[src/rtl/core/stack_machine_executor_assert.svh]
// ----------------------------------------------------------------------------
// Stack machine executor assertion macros
// Wraps concurrent assertions so that they can be compiled out as a group.
// ----------------------------------------------------------------------------
`ifndef STACK_MACHINE_EXECUTOR_ASSERT_SVH
`define STACK_MACHINE_EXECUTOR_ASSERT_SVH
`ifndef NO_ASSERTIONS
// Same-cycle implication.
`define SME_ASSERT_IMP(label, clk, rst, ante, cons, msg) \
  label: assert property (@(posedge clk) disable iff (rst) (ante) |-> (cons)) else $error(msg);
// Next-cycle implication.
`define SME_ASSERT_NXT(label, clk, rst, ante, cons, msg) \
  label: assert property (@(posedge clk) disable iff (rst) (ante) |=> (cons)) else $error(msg);
`else
`define SME_ASSERT_IMP(label, clk, rst, ante, cons, msg)
`define SME_ASSERT_NXT(label, clk, rst, ante, cons, msg)
`endif
`endif

[src/rtl/core/sme_divider.sv]
// ----------------------------------------------------------------------------
// Signed divider
// Restoring division, one quotient bit per cycle, truncating toward zero.
// ----------------------------------------------------------------------------
module sme_divider (
  input  logic        clk,
  input  logic        rst,
  input  logic        start,
  input  logic [31:0] dividend,
  input  logic [31:0] divisor,
  output logic        done,
  output logic [31:0] quotient
);

  logic        run;
  logic [5:0]  cnt;
  logic [31:0] rem;
  logic [31:0] quo;
  logic [31:0] dvs;
  logic        neg;
  logic [32:0] shifted;
  logic [32:0] diff;

  // One restoring step.
  always_comb begin
    shifted = {rem, quo[31]};
    diff    = shifted - {1'b0, dvs};
  end

  // Control of the iteration.
  always_ff @(posedge clk) begin
    if (rst) begin
      run  <= 1'b0;
      done <= 1'b0;
      cnt  <= '0;
    end else begin
      done <= 1'b0;
      if (start) begin
        run <= 1'b1;
        cnt <= 6'd32;
      end else if (run) begin
        cnt <= cnt - 6'd1;
        if (cnt == 6'd1) begin
          run  <= 1'b0;
          done <= 1'b1;
        end
      end
    end
  end

  // Datapath registers work on magnitudes.
  always_ff @(posedge clk) begin
    if (start) begin
      rem <= '0;
      quo <= dividend[31] ? 32'(-dividend) : dividend;
      dvs <= divisor[31] ? 32'(-divisor) : divisor;
      neg <= dividend[31] ^ divisor[31];
    end else if (run) begin
      rem <= diff[32] ? shifted[31:0] : diff[31:0];
      quo <= {quo[30:0], ~diff[32]};
    end
  end

  assign quotient = neg ? 32'(-quo) : quo;

endmodule
[config.mk]
export PLATFORM = sky130hd
export DESIGN_NAME = sme_divider
export DESIGN_NICKNAME = d
export VERILOG_FILES = /design/src/rtl/core/stack_machine_executor_assert.svh /design/src/rtl/core/sme_divider.sv
export SDC_FILE = /design/constraint.sdc
export NUM_CORES = 1
export LEC_CHECK = 0
export BUFFER_PORTS_ARGS = -buffer_cell sky130_fd_sc_hd__buf_2
export CELL_PAD_IN_SITES_DETAIL_PLACEMENT = 0
export CELL_PAD_IN_SITES_GLOBAL_PLACEMENT = 1
export CORE_UTILIZATION = 38
export DETAILED_ROUTE_END_ITERATION = 10
export PLACE_DENSITY = 0.85
export RECOVER_POWER = 25
export SLEW_MARGIN = 25
export SYNTH_ARGS = -nofsm -noshare
export SYNTH_HDL_FRONTEND = slang
export SYNTH_SLANG_ARGS = --single-unit
export TNS_END_PERCENT = 50
[constraint.sdc]
create_clock -name clk -period 2.97 [get_ports clk]
set_clock_uncertainty 0.15 [all_clocks]
set_input_delay 0.297 -clock clk [delete_from_list [all_inputs] [get_ports clk]]
set_output_delay 0.297 -clock clk [all_outputs]
set_load 0.01 [all_outputs]
* Word level (Yosys, flattened, before mapping)
Index checks and enable logic that the tools add are counted.
Storage, ports and cells: input port bits 67, logic and storage cells 33, output and inout bits 33, flip-flop bits (word level) 105
Operators by class: bitwise logic cells 3, add/subtract/negate cells 5, multiplexer cells 12, eq/ne operators 1, reductions and logical operators 3
Operator list (count):
- $mux W32 | 5
- $neg A32 Y32 | 3
- $sub A33 B32 Y33 | 1
- $mux W31 | 1
- $mux W6 | 2
- $eq A6 B1 Y1 const B | 1
- $sub A6 B1 Y6 const B | 1
- $mux W1 | 4
- $reduce_or A3 Y1 | 1
- $not A1 Y1 | 2
- $reduce_bool A2 Y1 | 1
- $reduce_or A2 Y1 | 1
- $xor A1 B1 Y1 | 1

* Depth between registers and ports, before layout
Gate-level depths: netlist of run 1.
depth after elaboration 4, mapped depth 13, mapped depth without buffers 11

* Worst setup path after synthesis of run 1
Ideal clock, no wire load.
kind reg-to-output, from register quo[9], to output quotient[28], path slack -0.212 ns, stages on the path, launching flop included 8, data required time 2.523 ns, data arrival time 2.735 ns, cell sequence edfxtp_1 -> or4_1 -> or4_1 -> or3_1 -> or3_4 -> nand2b_4 -> o31ai_1 -> xnor2_1
On the way: longest elaborated chain between the ends 2
RTL lines:
- start, declared | line sme_divider.sv:18 | logic [31:0] quo;
- start signal, assigned | line sme_divider.sv:55 | quo <= dividend[31] ? 32'(-dividend) : dividend;
- start signal, assigned | line sme_divider.sv:60 | quo <= {quo[30:0], ~diff[32]};
- $neg A32 Y32 | line sme_divider.sv:64 | assign quotient = neg ? 32'(-quo) : quo;
- $mux W32 | line sme_divider.sv:64
- end, declared | line sme_divider.sv:12 | output logic [31:0] quotient
No other way between the ends.

* Final worst setup path of run 1
from register quo[7], to output quotient[28]
The elaborated chain is that of the path after synthesis.

==> results.ini, run 1 <==
[layout]
layout.nets=1206
syn2layout_area_growth_pct=29.21
drive_above_1_share_pct=27.40
finalCoreUtilization_pct=50.31

[placement]
pre_cts_ws_ns=-0.3406
port_buffers=99
place_hpwl_um=15500
gp_congestion=0.8863

[run_status]
status=finished, violations left
violations=max-capacitance violations, max-slew violations, negative setup slack

[yosys]
synth_fp_nets=1011
synthArstFlopShare_pct=0
netlist_area_sq_mm=0.007904
synth.distinct_cells=67
yosys_warnings=0
synth.avg_cell_area_sq_um=8.724
post-synth-top-count-cell=nor2_1
synth.largest_area_cell=edfxtp_1
seq_area_frac_synth_pct=34.83
syn_inst=906
yosysTopAreaCellShare_pct=24.70
synth_edf_count=65
ys.flop_type=edfxtp_1
synth-seq-cells=105
synth_area_leaders=edfxtp_1, dfxtp_1, xnor2_1
synthTopCellsByCount=nor2_1, xnor2_1, a21oi_1, edfxtp_1, nand2_1

[power_and_ir_drop]
p_leak_nw=4.194
p_sw_share_pct=33.33
irDropWorstVdd_v=0.0003341
power.share.sequential_pct=37.2
powerDensity_mw_per_mm2=487.0
p_switching_mw=1.658
internal_power_mw=3.315
power_frac_comb_pct=36.2
power_frac_clock_pct=26.6

[timing]
slew_violations=78
finalSetupViolCount=23
finalHoldViolations=0
setup_ws_ns=-0.6683
whs_ns=0.09452
finalCritPeriodShare_pct=122.5
timing.slew.headroom_pct=-19.00
rsz0062_at_grt=true
fin_crit_ns=3.638
tightest_slew_ns=1.785
fmax_mhz=274.9

[floorplanning]
die-area_sq_mm=0.02138
io_pins=100
core_area_sq_mm=0.02030
dieWidth_um=146.2
start_util_pct=38.94
placementRows=52
dieHeight_um=146.2

[worst_hold_path]
hp-class=primary input to flop

[clock_network]
cts_buffer_depth=2
cts_sinks=105
cts_tree=built
clock_latency_ns=0.36
ctsHtreeMaxLevel=3
numCtsBuffers=9
cts-root-buf=clkbuf_16
path_clk_slew_ns=0.08

[critical_path]
worstSetupEndpointType=primary output
cp.required_ns=2.52
cp_max_fo=3
startpoint_type=flop
arrival_ns=3.19
worstSetupPathType=flop to primary output

[grt]
grt_start_max_net_pins=47
overflow=0
grt_pass1_vias=7009
antenna_found_initial=0
grt_pass1_wl_um=33640
grtUsageTotal_pct=19.13

[detailed_routing]
avgRoutedWirePerCell_um=14.92
vias=7306
routed_wirelength_um=20540
drc_errors=0
vias_per_cell=5.306
drt-initial-drc-count=413
antenna_left=0
drtPass1Iterations=6

[run]
cap_violations=2

metal layers:
layer  global-route usage, %  wire, um  part of all wire [%]
met5                       0         0                     0
met4                   6.406       384                   1.9
met3                   2.094       832                   4.1
met2                   32.10      9583                    47
met1                   25.58      9740                    47
per-stage QoR:
stage / cell area [sq um] / power [mW] / setup TNS (ns) / instances
floorplan: 7926 / 2.887 / -0.4320 / 906
global route: 10210 / 5.261 / -12.87 / 1376
CTS: 9996 / 4.930 / -7.416 / 1369
finish: 10210 / 4.973 / -7.273 / 1377
global placement: 9450 / 3.489 / -6.348 / 1346
detailed placement: 9450 / 3.514 / -7.784 / 1346
layout by cell type, fill, tap and decap left out, types with 8 or more instances in the layout:
master | netlist | layout
clkbuf_16 | 0 | 10
nor4_1 | 9 | 8
mux2i_1 | 21 | 19
a21oi_1 | 65 | 65
xnor2_1 | 68 | 68
dfxtp_1 | 40 | 39
buf_2 | 3 | 93
nor2_1 | 95 | 94
edfxtp_1 | 65 | 65
a21o_1 | 12 | 12
or4_1 | 13 | 10
o21ai_0 | 54 | 49
or3_1 | 13 | 10
buf_4 | 1 | 113
nor3_1 | 21 | 19
inv_1 | 54 | 54
ha_1 | 37 | 36
o31ai_1 | 20 | 14
nand3_1 | 15 | 15
clkbuf_1 | 32 | 9
o41ai_1 | 12 | 8
xor2_1 | 47 | 47
nand2_1 | 65 | 63
a211oi_1 | 22 | 16
kinds of logic after synthesis:
| kind of cell | Yosys count | share of synthesized area (%) |
|---|---|---|
| adder cells (fa/ha/maj) | 38 | 6.110 |
| AND/OR/NAND/NOR | 285 | 18.05 |
| flip-flops | 105 | 34.83 |
| multiplexers | 21 | 2.659 |
| XOR/XNOR | 115 | 12.74 |
| AO/OA/AOI/OAI | 245 | 20.91 |
| buffers and inverters | 97 | 4.702 |
worst max-delay path, stage by stage (launching register included):
cell	delay [ns]
edfxtp_1	0.40
or4_4	0.57
or4_4	0.44
or3_4	0.35
or3_4	0.38
nand2b_4	0.17
o31ai_4	0.20
xnor2_1	0.15
buf_2	0.15
what timing repair did:
| item | in CTS | in global routing |
|---|---|---|
| gates resized for setup | 39 | 31 |
| endpoints found under the setup margin | 48 | 50 |
| hold buffers | 1 | 0 |
| pin swaps | 27 | 20 |
| setup buffers | 5 | 6 |
| gates cloned | 1 | 1 |
| hold endpoints to repair | 2 | 0 |
flip-flops by register name, summed over array words and instances (netlist names):
| register | flops |
|---|---|
| dvs | 32 |
| quo | 32 |
| rem | 32 |
| cnt | 6 |
| done | 1 |
| neg | 1 |
| run | 1 |
area by class of cell:
| type | instances | area (sq um) |
|---|---|---|
| Antenna cell | 1 | 2.502 |
| Clock buffer | 9 | 225.2 |
| Clock inverter | 7 | 100.1 |
| Fill cell | 1939 | 10090 |
| Inverter | 54 | 202.7 |
| Multi-Input combinational cell | 704 | 5102 |
| Sequential cell | 105 | 2754 |
| Tap cell | 270 | 337.8 |
| Timing Repair Buffer | 227 | 1488 |
power by group through the flow:
stage | Combinational (mW) | Clock, mW | Sequential (mW)
after floorplan | 1.05 | 0 | 1.84
after global placement | 1.63 | 0 | 1.86
after detailed placement | 1.65 | 0 | 1.86
after CTS | 1.73 | 1.36 | 1.84
after global routing | 1.99 | 1.41 | 1.87
final | 1.80 | 1.32 | 1.85
path summary, 6_finish.rpt:
| kind | from | slack, ns | cells after the start | end |
|---|---|---|---|---|
| max | quo[7] | -0.67 | 8 | quotient[28] |
| min | divisor[0] | 0.09 | 2 | dvs[0] |
| max reg2reg | quo[31] | -0.11 | 11 | rem[30] |
| min reg2reg | cnt[0] | 0.34 | 2 | cnt[0] |
(Power assumes the default switching activity.)
==> run 2: changes to the inputs <==
Settings changed: PLACE_DENSITY 0.85 to 0.83.
Clock period 2.97 ns to 4.4 ns, I/O delays scaled along.
==> run 2 against run 1 <==
  * The run ends with max-capacitance violations, max-slew violations left
  * Hold slack improved by 0.0062 ns
  * Utilization fell by 6.4 points
  * Die area stayed put
  * Largest cell class unchanged
  * Clock power down 35%
  * Sequential share of layout area rose by 3.9 points
  * Sequential power shrank 32%
  * Critical path depth grew 1
  * Count of clock-buffer cells in the layout is the same
  * Wire length shrank 9.4%
  * Sequential cell count stayed put
  * Largest power group unchanged
  * Via count decreased by 7.6%
  * Cell area shrank 13%
==> results.ini, run 2 (same netlist as run 1, synthesis figures left out) <==
[grt]
overflow=0
grt_pass1_wl_um=30790
grt_pass1_vias=6171
grtUsageTotal_pct=17.68
grt_start_max_net_pins=81
antenna_found_initial=0

[run_status]
status=finished, violations left
violations=max-capacitance violations, max-slew violations

[timing]
finalHoldViolations=0
slew_violations=49
timing.slew.headroom_pct=-70.67
tightest_slew_ns=2.560
rsz0062_at_grt=false
finalSetupViolCount=0
tns_ns=0
setup_ws_ns=0.4065
finalCritPeriodShare_pct=90.76
fin_crit_ns=3.994
whs_ns=0.1008
fmax_mhz=250.4

[critical_path]
worstSetupPathType=flop to primary output
cp.required_ns=3.81
startpoint_type=flop
cp_max_fo=4
crit_start=quo[5]
arrival_ns=3.40
worstSetupEndpointType=primary output
r2r-start=quo[31]

[clock_network]
cts_buffer_depth=2
ctsHtreeMaxLevel=3
ctsHoldBuffers=0
clock_latency_ns=0.36
path_clk_slew_ns=0.08
cts_sinks=105
numCtsBuffers=9
cts_tree=built
cts-root-buf=clkbuf_16
cts-resized-gates=0
post_cts_buffers=0

[layout]
drive_above_1_share_pct=13.92
fill_cells=2071
largestRegisters=dvs x32, quo x32, rem x32
layout.nets=1084
final_cell_mix=nor2_1, buf_2, xnor2_1
syn2layout_area_growth_pct=12.78
final_common_cell=nor2_1
n_antenna_cell=0
fin_area_sq_mm=0.008914

[run]
cap_violations=1

[detailed_routing]
antenna_left=0
routed_wirelength_um=18600
drtPass1Iterations=4
drc_errors=0
avgRoutedWirePerCell_um=14.84
vias_per_cell=5.385
vias=6753
drt-initial-drc-count=403

[worst_hold_path]
worstHoldStart=rst
hp-class=primary input to flop

[power_and_ir_drop]
p_leak_nw=3.523
finalPower_mw=3.074
powerDensity_mw_per_mm2=344.9
irDropWorstVdd_v=0.0002035

[placement]
placed_area_sq_mm=0.008617
pre_cts_ws_ns=0.7783
gp_congestion=0.8624
port_buffers=99
place_hpwl_um=13980

[floorplanning]
core_area_sq_mm=0.02030
io_pins=100
start_util_pct=38.94
placementRows=52
dieHeight_um=146.2
die-area_sq_mm=0.02138
dieWidth_um=146.2

run 2: metal layers:
metal	up-vias	share of wire [%]	GRT usage, %
li1	3462	-	-
met1	3153	50	24.69
met2	127	45	28.71
met3	11	3.5	1.969
met4	0	1.1	5.156
met5	-	0	0
run 2: path summary, 6_finish.rpt:
kind                  endpoint  slack [ns]  depth (start not counted)
setup / recovery  quotient[28]        0.41                          9
hold / removal          cnt[5]        0.10                          2
setup reg to reg       rem[17]        0.96                         12
hold reg to reg         cnt[0]        0.34                          2
run 2: worst max-delay path: stages (launching register included):
cell	delay [ns]
edfxtp_1	0.45
nor4_1	0.36
nand2b_1	0.18
or4_1	0.53
or3_1	0.41
or3_4	0.40
nand2b_4	0.15
o31ai_1	0.25
xnor2_1	0.15
buf_2	0.15
run 2: cell type report:
class	instances	area (sq um)	area share, %
clock buffer	9	225.2	2.527
multi-input combinational	704	4780	53.62
inverter	54	202.7	2.274
tap	270	337.8	3.790
timing repair buffer	105	530.5	5.952
clock inverter	7	85.08	0.9545
sequential	105	2753	30.88
run 2: through the flow:
step           std cells  util, %
2_1_floorplan        906        -
3_3_place_gp        1238    42.45
3_5_place_dp        1238    42.45
4_1_cts             1254    43.98
5_1_grt             1254    43.91
6_report            1254    43.91
run 2: power breakdown:
part / internal [mW] / switching [mW]
clock network: 0.454 / 0.407
logic: 0.410 / 0.549
registers: 1.16 / 0.0927
total: 2.02 / 1.05
